[config.mk]
export PLATFORM = sky130hd
export DESIGN_NAME = q931_message_parser_top
export DESIGN_NICKNAME = d
export VERILOG_FILES = /design/src/q931_pkg.sv /design/src/q931_parse_core.sv /design/src/q931_result_fifo.sv /design/src/q931_message_parser_top.sv
export SDC_FILE = /design/constraint.sdc
export NUM_CORES = 1
export LEC_CHECK = 0
export ABC_AREA = 0
export BUFFER_PORTS_ARGS = -buffer_cell sky130_fd_sc_hd__buf_4
export CORE_ASPECT_RATIO = 1.2
export CORE_UTILIZATION = 55
export CTS_BUF_LIST = sky130_fd_sc_hd__clkbuf_4 sky130_fd_sc_hd__clkbuf_8 sky130_fd_sc_hd__clkbuf_16
export CTS_CLUSTER_SIZE = 12
export DETAILED_ROUTE_END_ITERATION = 6
export GPL_ROUTABILITY_DRIVEN = 0
export PLACE_DENSITY_LB_ADDON = 0.3
export SETUP_SLACK_MARGIN = 0.05
export SKIP_LAST_GASP = 1
export SLEW_MARGIN = 20
export SYNTH_ARGS = -nofsm -noshare
export SYNTH_HDL_FRONTEND = slang
export SYNTH_SLANG_ARGS = --single-unit
[constraint.sdc]
create_clock -name clk -period 4.85 [get_ports clk]
set_input_delay 0.7275 -clock clk [delete_from_list [all_inputs] [get_ports clk]]
set_output_delay 0.7275 -clock clk [all_outputs]
set_load 0.02 [all_outputs]
[src/q931_pkg.sv]
`timescale 1ns / 1ps
// ----------------------------------------------------------------------------
// q931_pkg
// Shared types and constants for the signalling message parser: result
// record, push bundle, kind and error codes, parser phases and sizes.
// ----------------------------------------------------------------------------
package q931_pkg;

    localparam int MAX_MESSAGE_BYTES = 65536;
    localparam int CNT_W             = $clog2(MAX_MESSAGE_BYTES + 1);
    localparam int MIN_MESSAGE_BYTES = 5;
    localparam int MAX_REF_LENGTH    = 2;

    localparam logic [6:0] USER_USER_CODE_RESET = 7'd126;
    localparam logic [7:0] CODE_MASK            = 8'h7f;
    localparam logic [7:0] SINGLE_OCTET_BIT     = 8'h80;

    localparam int FIFO_DEPTH = 4;
    localparam int PTR_W      = $clog2(FIFO_DEPTH);
    localparam int CNT_FIFO_W = $clog2(FIFO_DEPTH + 1);

    typedef enum logic [2:0] {
        KIND_HEADER       = 3'd0,
        KIND_SINGLE_OCTET = 3'd1,
        KIND_DATA         = 3'd2,
        KIND_EMPTY        = 3'd3,
        KIND_STATUS       = 3'd4
    } kind_t;

    typedef enum logic [2:0] {
        ERR_NONE        = 3'd0,
        ERR_TOO_SHORT   = 3'd1,
        ERR_REF_LENGTH  = 3'd2,
        ERR_UU_ZERO_LEN = 3'd3,
        ERR_OVERRUN     = 3'd4
    } err_t;

    typedef enum logic [11:0] {
        PH_PROTO  = 12'b0000_0000_0001,
        PH_REFLEN = 12'b0000_0000_0010,
        PH_REF0   = 12'b0000_0000_0100,
        PH_REF1   = 12'b0000_0000_1000,
        PH_TYPE   = 12'b0000_0001_0000,
        PH_CODE   = 12'b0000_0010_0000,
        PH_LEN    = 12'b0000_0100_0000,
        PH_UUHI   = 12'b0000_1000_0000,
        PH_UULO   = 12'b0001_0000_0000,
        PH_UUPD   = 12'b0010_0000_0000,
        PH_DATA   = 12'b0100_0000_0000,
        PH_SKIP   = 12'b1000_0000_0000
    } phase_t;

    typedef struct packed {
        kind_t       kind;
        logic [7:0]  element_code;
        logic [7:0]  element_byte;
        logic        element_end;
        logic [7:0]  protocol_id;
        logic [14:0] call_ref;
        logic        from_dest;
        logic [7:0]  msg_type;
        logic        msg_ok;
        err_t        error_code;
        logic        last;
    } result_t;

    typedef struct packed {
        logic [1:0] count;
        result_t    first;
        result_t    second;
    } push_t;

endpackage

[src/q931_parse_core.sv]
`timescale 1ns / 1ps
// ----------------------------------------------------------------------------
// q931_parse_core
// Message parse state and the per-byte decode: updates header and element
// state from one registered byte and builds up to two result records.
// ----------------------------------------------------------------------------
module q931_parse_core
    import q931_pkg::*;
(
    input  logic       clk,
    input  logic       rst_n,
    input  logic       fire,
    input  logic [7:0] msg_byte,
    input  logic       end_of_message,
    input  logic [6:0] uu_code,
    output push_t      push
);

    phase_t            phase_reg,   phase_next;
    logic [CNT_W-1:0]  count_reg,   count_next;
    logic [1:0]        ref_len_reg, ref_len_next;
    logic [14:0]       ref_val_reg, ref_val_next;
    logic              ref_flag_reg, ref_flag_next;
    logic [7:0]        proto_reg,   proto_next;
    logic [7:0]        type_reg,    type_next;
    logic [7:0]        code_reg,    code_next;
    logic [15:0]       rem_reg,     rem_next;
    err_t              err_reg,     err_next;

    logic              r0_valid;
    kind_t             r0_kind;
    logic [7:0]        r0_code;
    logic [7:0]        r0_byte;
    logic              r0_end;
    err_t              status_err;
    logic [15:0]       uu_len;
    result_t           res0;
    result_t           res1;

    always_comb
    begin
        phase_next    = phase_reg;
        count_next    = (count_reg < CNT_W'(MAX_MESSAGE_BYTES)) ? count_reg + 1'b1 : count_reg;
        ref_len_next  = ref_len_reg;
        ref_val_next  = ref_val_reg;
        ref_flag_next = ref_flag_reg;
        proto_next    = proto_reg;
        type_next     = type_reg;
        code_next     = code_reg;
        rem_next      = rem_reg;
        err_next      = err_reg;
        r0_valid      = 1'b0;
        r0_kind       = KIND_HEADER;
        r0_code       = 8'd0;
        r0_byte       = 8'd0;
        r0_end        = 1'b0;
        uu_len        = {rem_reg[15:8], msg_byte};

        case (phase_reg)
            PH_PROTO:
            begin
                proto_next = msg_byte;
                phase_next = PH_REFLEN;
            end
            PH_REFLEN:
            begin
                if (msg_byte > 8'(MAX_REF_LENGTH))
                begin
                    if (err_reg == ERR_NONE)
                        err_next = ERR_REF_LENGTH;
                    phase_next = PH_SKIP;
                end
                else
                begin
                    ref_len_next = msg_byte[1:0];
                    if (msg_byte == 8'd0)
                        phase_next = PH_TYPE;
                    else if (msg_byte == 8'd1)
                        phase_next = PH_REF1;
                    else
                        phase_next = PH_REF0;
                end
            end
            PH_REF0:
            begin
                ref_flag_next = msg_byte[7];
                ref_val_next  = {msg_byte[6:0] & CODE_MASK[6:0], 8'd0};
                phase_next    = PH_REF1;
            end
            PH_REF1:
            begin
                if (ref_len_reg == 2'(MAX_REF_LENGTH))
                    ref_val_next = {ref_val_reg[14:8], msg_byte};
                phase_next = PH_TYPE;
            end
            PH_TYPE:
            begin
                type_next  = msg_byte;
                r0_valid   = 1'b1;
                r0_kind    = KIND_HEADER;
                phase_next = PH_CODE;
            end
            PH_CODE:
            begin
                code_next = msg_byte;
                if ((msg_byte & SINGLE_OCTET_BIT) != 8'd0)
                begin
                    r0_valid = 1'b1;
                    r0_kind  = KIND_SINGLE_OCTET;
                    r0_code  = msg_byte;
                end
                else if (msg_byte == {1'b0, uu_code})
                    phase_next = PH_UUHI;
                else
                    phase_next = PH_LEN;
            end
            PH_LEN:
            begin
                rem_next = {8'd0, msg_byte};
                if (msg_byte == 8'd0)
                begin
                    r0_valid   = 1'b1;
                    r0_kind    = KIND_EMPTY;
                    r0_code    = code_reg;
                    phase_next = PH_CODE;
                end
                else
                    phase_next = PH_DATA;
            end
            PH_UUHI:
            begin
                rem_next   = {msg_byte, 8'd0};
                phase_next = PH_UULO;
            end
            PH_UULO:
            begin
                if (uu_len == 16'd0)
                begin
                    rem_next = uu_len;
                    if (err_reg == ERR_NONE)
                        err_next = ERR_UU_ZERO_LEN;
                    phase_next = PH_SKIP;
                end
                else
                begin
                    rem_next   = uu_len - 16'd1;
                    phase_next = PH_UUPD;
                end
            end
            PH_UUPD:
            begin
                if (rem_reg == 16'd0)
                begin
                    r0_valid   = 1'b1;
                    r0_kind    = KIND_EMPTY;
                    r0_code    = code_reg;
                    phase_next = PH_CODE;
                end
                else
                    phase_next = PH_DATA;
            end
            PH_DATA:
            begin
                rem_next = rem_reg - 16'd1;
                r0_valid = 1'b1;
                r0_kind  = KIND_DATA;
                r0_code  = code_reg;
                r0_byte  = msg_byte;
                r0_end   = (rem_next == 16'd0);
                if (rem_next == 16'd0)
                    phase_next = PH_CODE;
            end
            default:
            begin
                phase_next = PH_SKIP;
            end
        endcase

        if (end_of_message && !(phase_next inside {PH_CODE, PH_SKIP}) && err_next == ERR_NONE)
        begin
            if (phase_next inside {PH_PROTO, PH_REFLEN, PH_REF0, PH_REF1, PH_TYPE})
                err_next = ERR_TOO_SHORT;
            else
                err_next = ERR_OVERRUN;
        end
        status_err = (count_next < CNT_W'(MIN_MESSAGE_BYTES)) ? ERR_TOO_SHORT : err_next;
    end

    always_comb
    begin
        res0.kind         = r0_kind;
        res0.element_code = r0_code;
        res0.element_byte = r0_byte;
        res0.element_end  = r0_end;
        res0.protocol_id  = proto_next;
        res0.call_ref     = ref_val_next;
        res0.from_dest    = ref_flag_next;
        res0.msg_type     = type_next;
        res0.msg_ok       = 1'b0;
        res0.error_code   = ERR_NONE;
        res0.last         = !end_of_message;

        res1.kind         = KIND_STATUS;
        res1.element_code = 8'd0;
        res1.element_byte = 8'd0;
        res1.element_end  = 1'b0;
        res1.protocol_id  = proto_next;
        res1.call_ref     = ref_val_next;
        res1.from_dest    = ref_flag_next;
        res1.msg_type     = type_next;
        res1.msg_ok       = (status_err == ERR_NONE);
        res1.error_code   = status_err;
        res1.last         = 1'b1;

        push.count  = 2'd0;
        push.first  = res0;
        push.second = res1;
        if (fire)
        begin
            if (r0_valid && end_of_message)
                push.count = 2'd2;
            else if (r0_valid)
                push.count = 2'd1;
            else if (end_of_message)
            begin
                push.count = 2'd1;
                push.first = res1;
            end
        end
    end

    always_ff @(posedge clk or negedge rst_n)
    begin
        if (!rst_n)
        begin
            phase_reg    <= PH_PROTO;
            count_reg    <= '0;
            ref_len_reg  <= '0;
            ref_val_reg  <= '0;
            ref_flag_reg <= 1'b0;
            proto_reg    <= '0;
            type_reg     <= '0;
            code_reg     <= '0;
            rem_reg      <= '0;
            err_reg      <= ERR_NONE;
        end
        else if (fire)
        begin
            if (end_of_message)
            begin
                phase_reg    <= PH_PROTO;
                count_reg    <= '0;
                ref_len_reg  <= '0;
                ref_val_reg  <= '0;
                ref_flag_reg <= 1'b0;
                proto_reg    <= '0;
                type_reg     <= '0;
                code_reg     <= '0;
                rem_reg      <= '0;
                err_reg      <= ERR_NONE;
            end
            else
            begin
                phase_reg    <= phase_next;
                count_reg    <= count_next;
                ref_len_reg  <= ref_len_next;
                ref_val_reg  <= ref_val_next;
                ref_flag_reg <= ref_flag_next;
                proto_reg    <= proto_next;
                type_reg     <= type_next;
                code_reg     <= code_next;
                rem_reg      <= rem_next;
                err_reg      <= err_next;
            end
        end
    end

    a_clear_after_status: assert property (@(posedge clk) disable iff (!rst_n)
        fire && end_of_message |=> phase_reg == PH_PROTO && count_reg == '0
                                   && err_reg == ERR_NONE)
        else $error("parse state not cleared after status");

    a_two_results_end_in_status: assert property (@(posedge clk) disable iff (!rst_n)
        push.count == 2'd2 |-> push.second.kind == KIND_STATUS && !push.first.last)
        else $error("second result of a byte is not the status");

endmodule

[src/q931_result_fifo.sv]
`timescale 1ns / 1ps
// ----------------------------------------------------------------------------
// q931_result_fifo
// Small result queue: takes up to two records per cycle from the decoder
// and presents one record per transaction on the output channel.
// ----------------------------------------------------------------------------
module q931_result_fifo
    import q931_pkg::*;
(
    input  logic    clk,
    input  logic    rst_n,
    input  push_t   push,
    input  logic    pop,
    output logic    room,
    output logic    head_valid,
    output result_t head
);

    result_t               mem [FIFO_DEPTH];
    logic [PTR_W-1:0]      wr_ptr_reg, wr_ptr_next;
    logic [PTR_W-1:0]      rd_ptr_reg, rd_ptr_next;
    logic [CNT_FIFO_W-1:0] count_reg,  count_next;
    logic [PTR_W-1:0]      wr_ptr_plus1;

    assign wr_ptr_plus1 = wr_ptr_reg + 1'b1;
    assign room         = count_reg <= CNT_FIFO_W'(FIFO_DEPTH - 2);
    assign head_valid   = count_reg != '0;
    assign head         = mem[rd_ptr_reg];

    always_comb
    begin
        wr_ptr_next = wr_ptr_reg + PTR_W'(push.count);
        rd_ptr_next = pop ? rd_ptr_reg + 1'b1 : rd_ptr_reg;
        count_next  = count_reg + CNT_FIFO_W'(push.count) - CNT_FIFO_W'(pop);
    end

    always_ff @(posedge clk)
    begin
        if (push.count != 2'd0)
            mem[wr_ptr_reg] <= push.first;
        if (push.count == 2'd2)
            mem[wr_ptr_plus1] <= push.second;
    end

    always_ff @(posedge clk or negedge rst_n)
    begin
        if (!rst_n)
        begin
            wr_ptr_reg <= '0;
            rd_ptr_reg <= '0;
            count_reg  <= '0;
        end
        else
        begin
            wr_ptr_reg <= wr_ptr_next;
            rd_ptr_reg <= rd_ptr_next;
            count_reg  <= count_next;
        end
    end

    a_count_bound: assert property (@(posedge clk) disable iff (!rst_n)
        count_reg <= CNT_FIFO_W'(FIFO_DEPTH))
        else $error("result queue overflow");

    a_pop_only_when_valid: assert property (@(posedge clk) disable iff (!rst_n)
        pop && push.count == 2'd0 |=> count_reg == $past(count_reg) - 1'b1)
        else $error("result queue count lost track of a pop");

endmodule

[src/q931_message_parser_top.sv]
`timescale 1ns / 1ps
// ----------------------------------------------------------------------------
// q931_message_parser_top
// Signalling message parser: header, information elements and status.
// ----------------------------------------------------------------------------
// Takes one message byte per cycle while in_stall is low. Each accepted byte is
// held in an input register, decoded against the parse state, and its results
// (none, one, or an element/header record followed by the status record on
// the end byte) are written into a four-entry result queue. The queue drains
// one result per cycle while out_stall is low, so a byte that causes two
// results is drained as two transactions; the input stalls only when the
// queue has fewer than two free entries.
module q931_message_parser_top
    import q931_pkg::*;
(
    input  logic        clk,
    input  logic        rst_n,
    input  logic        user_user_code_we,
    input  logic [6:0]  user_user_code_wdata,
    input  logic        in_valid,
    output logic        in_stall,
    input  logic [7:0]  msg_byte,
    input  logic        end_of_message,
    output logic        out_valid,
    input  logic        out_stall,
    output logic [2:0]  kind,
    output logic [7:0]  element_code,
    output logic [7:0]  element_byte,
    output logic        element_end,
    output logic [7:0]  protocol_id,
    output logic [14:0] call_ref,
    output logic        from_dest,
    output logic [7:0]  msg_type,
    output logic        msg_ok,
    output logic [2:0]  error_code,
    output logic        last
);

    logic       uu_code_reg;
    logic [6:0] uu_code_val_reg;
    logic       stage_valid_reg, stage_valid_next;
    logic [7:0] stage_byte_reg;
    logic       stage_eom_reg;
    logic       room;
    logic       fire;
    logic       accept_in;
    logic       pop;
    push_t      push;
    result_t    head;

    assign fire             = stage_valid_reg && room;
    assign in_stall         = stage_valid_reg && !room;
    assign accept_in        = in_valid && !in_stall;
    assign stage_valid_next = accept_in || (stage_valid_reg && !fire);
    assign pop              = out_valid && !out_stall;

    always_ff @(posedge clk or negedge rst_n)
    begin
        if (!rst_n)
        begin
            uu_code_reg     <= 1'b0;
            uu_code_val_reg <= USER_USER_CODE_RESET;
            stage_valid_reg <= 1'b0;
        end
        else
        begin
            if (user_user_code_we)
            begin
                uu_code_reg     <= 1'b1;
                uu_code_val_reg <= user_user_code_wdata;
            end
            stage_valid_reg <= stage_valid_next;
        end
    end

    always_ff @(posedge clk)
    begin
        if (accept_in)
        begin
            stage_byte_reg <= msg_byte;
            stage_eom_reg  <= end_of_message;
        end
    end

    q931_parse_core u_core (
        .clk            (clk),
        .rst_n          (rst_n),
        .fire           (fire),
        .msg_byte       (stage_byte_reg),
        .end_of_message (stage_eom_reg),
        .uu_code        (uu_code_val_reg),
        .push           (push)
    );

    q931_result_fifo u_fifo (
        .clk        (clk),
        .rst_n      (rst_n),
        .push       (push),
        .pop        (pop),
        .room       (room),
        .head_valid (out_valid),
        .head       (head)
    );

    assign kind         = head.kind;
    assign element_code = head.element_code;
    assign element_byte = head.element_byte;
    assign element_end  = head.element_end;
    assign protocol_id  = head.protocol_id;
    assign call_ref     = head.call_ref;
    assign from_dest    = head.from_dest;
    assign msg_type     = head.msg_type;
    assign msg_ok       = head.msg_ok;
    assign error_code   = head.error_code;
    assign last         = head.last;

    a_status_is_last: assert property (@(posedge clk) disable iff (!rst_n)
        out_valid && head.kind == KIND_STATUS |-> head.last && head.element_code == 8'd0)
        else $error("status transaction not marked last");

    a_cfg_seen: assert property (@(posedge clk) disable iff (!rst_n)
        user_user_code_we |=> uu_code_reg && uu_code_val_reg == $past(user_user_code_wdata))
        else $error("user-user code write lost");

endmodule
[After elaboration in Yosys (flattened, before gate mapping)]
Memory sizes are Yosys's and may differ from the RTL's.
Index checks and enable logic that the tools add are counted.
Word-level totals
  register bits after elaboration: 114
  latch bits: 0
  memory bits (writable): 228
  memory bits (read-only): 0
  bits of input ports: 21
  output and inout port bits: 59
  logic and storage cells: 152
  memories kept: 1
Operators by class
  add/subtract/negate cells: 8
  $mul: 0
  div/mod/pow operators: 0
  magnitude comparators: 4
  equal/unequal tests: 24
  shift-type cells: 0
  muxes and demuxes: 63
  bitwise operators: 0
  reduce and logical (&&, ||, !) cells: 34
Memories
  u_fifo.mem: words 4, bits a word 57, rd ports 1, clocked after memory_dff 0, wr ports 2, RTL line q931_result_fifo.sv:19  | result_t mem [FIFO_DEPTH];
Operators by type and width (number)
  $pmux W12 S11: 1
  $mux W57: 2
  $mux W8: 12
  $mux W12: 6
  $pmux W16 S4: 1
  $mux W59: 1
  $mux W58: 1
  $logic_not A16 Y1: 3
  $mux W17: 2
  $mux W16: 2
  $pmux W8 S4: 1
  $sub A16 B1 Y16 const B: 2
  $pmux W15 S2: 1
  $eq A12 B1 Y1 const B: 2
  $eq A12 B2 Y1 const B: 2
  $eq A12 B3 Y1 const B: 2
  $eq A12 B4 Y1 const B: 2
  $eq A12 B5 Y1 const B: 2
  $eq A12 B6 Y1 const B: 2
  $mux W3: 8
  $mux W11: 2
  $add A17 B1 Y17 const B: 1
  $lt A17 B17 Y1 const B: 1
  $lt A17 B3 Y1 const B: 1
  35 further kinds: 73

[Logic depth before layout (Yosys ltp)]
  depth in word-level cells: 20
  gate-level depth with buffers: 17
  mapped depth without buffers: 16

[Hierarchy]
Synthesis repeated with hierarchy kept, for this count alone.
Unflattened totals
  cell total of the unflattened synthesis: 1417
  area total of the unflattened synthesis: 19044.5 um2
By module, submodules not included
  q931_result_fifo: times used 1, cells an instance 590, area an instance 11596.1 um2, sequential area each 7021.7 um2
  q931_parse_core: times used 1, cells an instance 796, area an instance 6819.0 um2, sequential area each 2253.4 um2
  q931_message_parser_top: times used 1, cells an instance 31, area an instance 629.4 um2, sequential area each 478.0 um2

[Least setup slack after synthesis]
Ideal clock, no wire load.
  path type: reg-to-reg
  from: reg u_core.phase_reg[0]
  to: mem u_fifo.mem[0][10] (netlist bit), enable pin
  setup time: 0.391 ns
  data arrival time: 4.035 ns
  data required time: 4.459 ns
  setup slack: 0.423 ns
  cell stages (with the launch flop): 15
  buffers on the path: 5
  period minus slack after synthesis: 4.427 ns
  cell sequence: dfstp_2 > buf_6 > or4_4 > buf_6 > nor4_1 > and2_1 > buf_2 > nor2_1 > and3_1 > ha_1 > clkbuf_1 > o21ai_0 > or3_1 > clkbuf_1 > inv_1
RTL lines
  from (decl): RTL line q931_parse_core.sv:19  | phase_t phase_reg, phase_next;
  from (signal assigned): RTL line q931_parse_core.sv:264  | phase_reg <= phase_next;
  to (decl): RTL line q931_result_fifo.sv:19

==> flow_summary.yaml <==
status:
  status: "finished clean"
clocking:
  cts_resized: 0
  clockBufferDepth: 3
  insertion_delay_ns: 0.52
  tritoncts: "done"
  cts_sinks: 342
  htreeDepth: 2
  root_buffer: "clkbuf_16"
  clk_pin_slew_ns: 0.06
  numCtsBuffers: 36
  cts_setup_buffers: 0
  postCtsHoldBufs: 0
cells_and_area:
  n_antenna_cell: 0
  syn2layout_area_growth_pct: 13.0
  finalNonFillerCells: 1987
  largest_reg_flops: 228
  final_nets: 1610
  fin_area_mm2: 0.0184
  n_fill_cell: 2229
  finish.utilization_pct: 63.7
  final_layout_size_suffix_gt1_share_pct: 18.4
setup_path:
  cp.required_ns: 5.05
  crit_type: "flop to flop"
  cp_max_fo: 37
  worstPathCellList: "or4_1, nor4_1, and2_1, nor2_1, and3_1, ha_1, o21ai_0, or3_2, inv_1, buf_12"
  arrival_ns: 4.47
  critical_path.max_stage_delay_ns: 0.70
  startpoint_type: "flop"
  cp-end-kind: "flop"
  slowest_stage: "or4_1"
detailed_routing:
  wl_mm: 40.7
  drt_iter0_drc: 979
  drc: 0
  firstDrtPassIters: 5
  vias: 12324
  post_drt_wl_per_cell_um: 20.5
  vias_per_cell: 6.20
  postRouteAntennaNets: 0
timing:
  tightest_slew_ns: 0.962
  rsz0062_at_grt: "no"
  skew_ns: 0.0193
  setup_viol: 0
  final.setup.tns_ns: 0
  post-route-min-period_ns: 4.26
  hold_viol_final: 0
  maxSlewViolCount: 0
  max_freq_mhz: 234
  relSlewSlack_pct: 35.4
  holdWs_ns: 0.151
  finalCritPeriodShare_pct: 87.9
job:
  maxCapViolCount: 0
global_routing:
  grt_pass1_wl_mm: 65.0
  grt_use_total_pct: 27.2
  grt_pass1_vias: 12177
  grt-ovfl-total: 0
  antenna_found_initial: 0
  grt_max_degree: 58
yosys:
  syn_area_per_cell_um2: 10.6
  syn_area_mm2: 0.0163
  synth_warnings: 0
  synth_cells: 1533
  synthFlopType: "edfxtp_1"
  synth_edf_count: 153
  async_flop_share_pct: 30.7
  syn-num-nets: 1568
  synth.distinct_cells: 80
  ys_ff_latch: 342
  seq_area_frac_synth_pct: 54.6
placed_design:
  hpwl_mm: 25.6
  portBuffers: 79
  dp_cells: 1922
  dpl-instance-area_mm2: 0.0173
floorplan:
  start_util_pct: 56.4
  die-area_mm2: 0.0303
  die_w_um: 159
  die_h_um: 191
  coreArea_mm2: 0.0289
  num_io_pins: 80
  num_rows: 68
pwr:
  power.leakage_uw: 0.00689
  power.density_mw_per_mm2: 583
  vdd_drop_max_mv: 0.367
worst_hold_path:
  hold_path.class: "input port to async pin"
## metrics by stage
| step | power (µW) | setup WS [ns] |
|---|---|---|
| 5_1_grt | 11300 | 0.352 |
| 2_1_floorplan | 6760 | 0.423 |
| 6_report | 10800 | 0.585 |
| 3_3_place_gp | 7990 | 0.689 |
| 4_1_cts | 10800 | 0.644 |
| 3_5_place_dp | 8090 | 0.644 |
## final timing paths
path / start / endpoint / slack, ns / cells past startpoint
setup / recovery: u_core.phase_reg[8] / u_fifo.mem[0][12] / 0.59 / 10
hold / removal: rst_n / u_core.count_reg[10] / 0.15 / 1
setup reg to reg: u_core.phase_reg[8] / u_fifo.mem[0][12] / 0.59 / 10
hold reg to reg: u_fifo.mem[2][56] / u_fifo.mem[2][56] / 0.45 / 2
max in group asynchronous: rst_n / u_fifo.rd_ptr_reg[0] / 3.76 / 2
min in group clk: msg_byte[4] / stage_byte_reg[4] / 0.39 / 1
## final cells by class
class / count / area (µm²) / area share [%]
Sequential cell: 342 / 8920 / 48.4
Multi-Input combinational cell: 1047 / 6840 / 37.1
Tap cell: 385 / 482 / 2.61
Clock inverter: 4 / 38.8 / 0.210
Inverter: 29 / 109 / 0.590
Timing Repair Buffer: 119 / 931 / 5.05
Clock buffer: 61 / 1120 / 6.07
## critical path: cells and delay by family (launching register included)
kind                     cells  cell delay (ns)
AO/OA/AOI/OAI                1             0.12
adder cells (fa/ha/maj)      1             0.42
buffers and inverters        2             0.43
flip-flops                   1             0.50
AND/OR/NAND/NOR              6             2.47
## logic make-up after synthesis
logic type                 Yosys count  share of synthesized area, %
adders and majority gates           14                          1.12
AOI/OAI and AO/OA                  353                          13.3
muxes                               81                          9.41
DFF                                342                          54.6
xor gates and xnor gates            28                          1.50
and+or+nand+nor                    571                          16.4
buffers and inverters              144                          3.57
## layout by cell type (no fill, tap or decap), types with 15 or more instances in the layout
cell       instances
mux4_2            57
nand4_1           16
nand3_1           21
mux2i_1           16
a22oi_1           42
o21ai_0          166
a21oi_1           61
buf_4            116
inv_1             29
xnor2_1           15
nor3_1            31
dfrtp_1           96
clkbuf_16         36
edfxtp_1         153
nor2_1           205
dfxtp_1           84
clkbuf_4          20
nand2_1          177
and2_1            17
## Yosys cell counts, drive strengths merged (23+ instances only)
| cell | n | area (µm²) |
|---|---|---|
| nand2 | 182 | 688 |
| mux4 | 57 | 1280 |
| buf | 23 | 128 |
| nor2 | 205 | 769 |
| o21ai | 171 | 856 |
| nor3 | 35 | 190 |
| dfxtp | 84 | 1680 |
| clkbuf | 92 | 345 |
| a21oi | 62 | 314 |
| inv | 29 | 109 |
| a22oi | 44 | 340 |
| edfxtp | 153 | 4590 |
| dfrtp | 98 | 2450 |
## per-layer routing
layer  up-vias  wire (µm)  share of wire (%)  GRT usage (%)
li1       5665          -                  -              -
met1      6106      16300                 40           33.7
met4         0       1480                3.6           11.9
met2       453      20900                 51           48.2
met3       100       2010                4.9           3.00
met5         -          0                  0              0
## where the power goes
group | internal (µW) | switching [µW] | total (µW) | leakage (µW)
sequential | 3580 | 451 | 4030 | 0.00350
clock | 1580 | 1110 | 2690 | 0.000591
combinational | 1590 | 2450 | 4040 | 0.00280
total | 6750 | 4000 | 10800 | 0.00689
(Power assumes the default switching activity.)
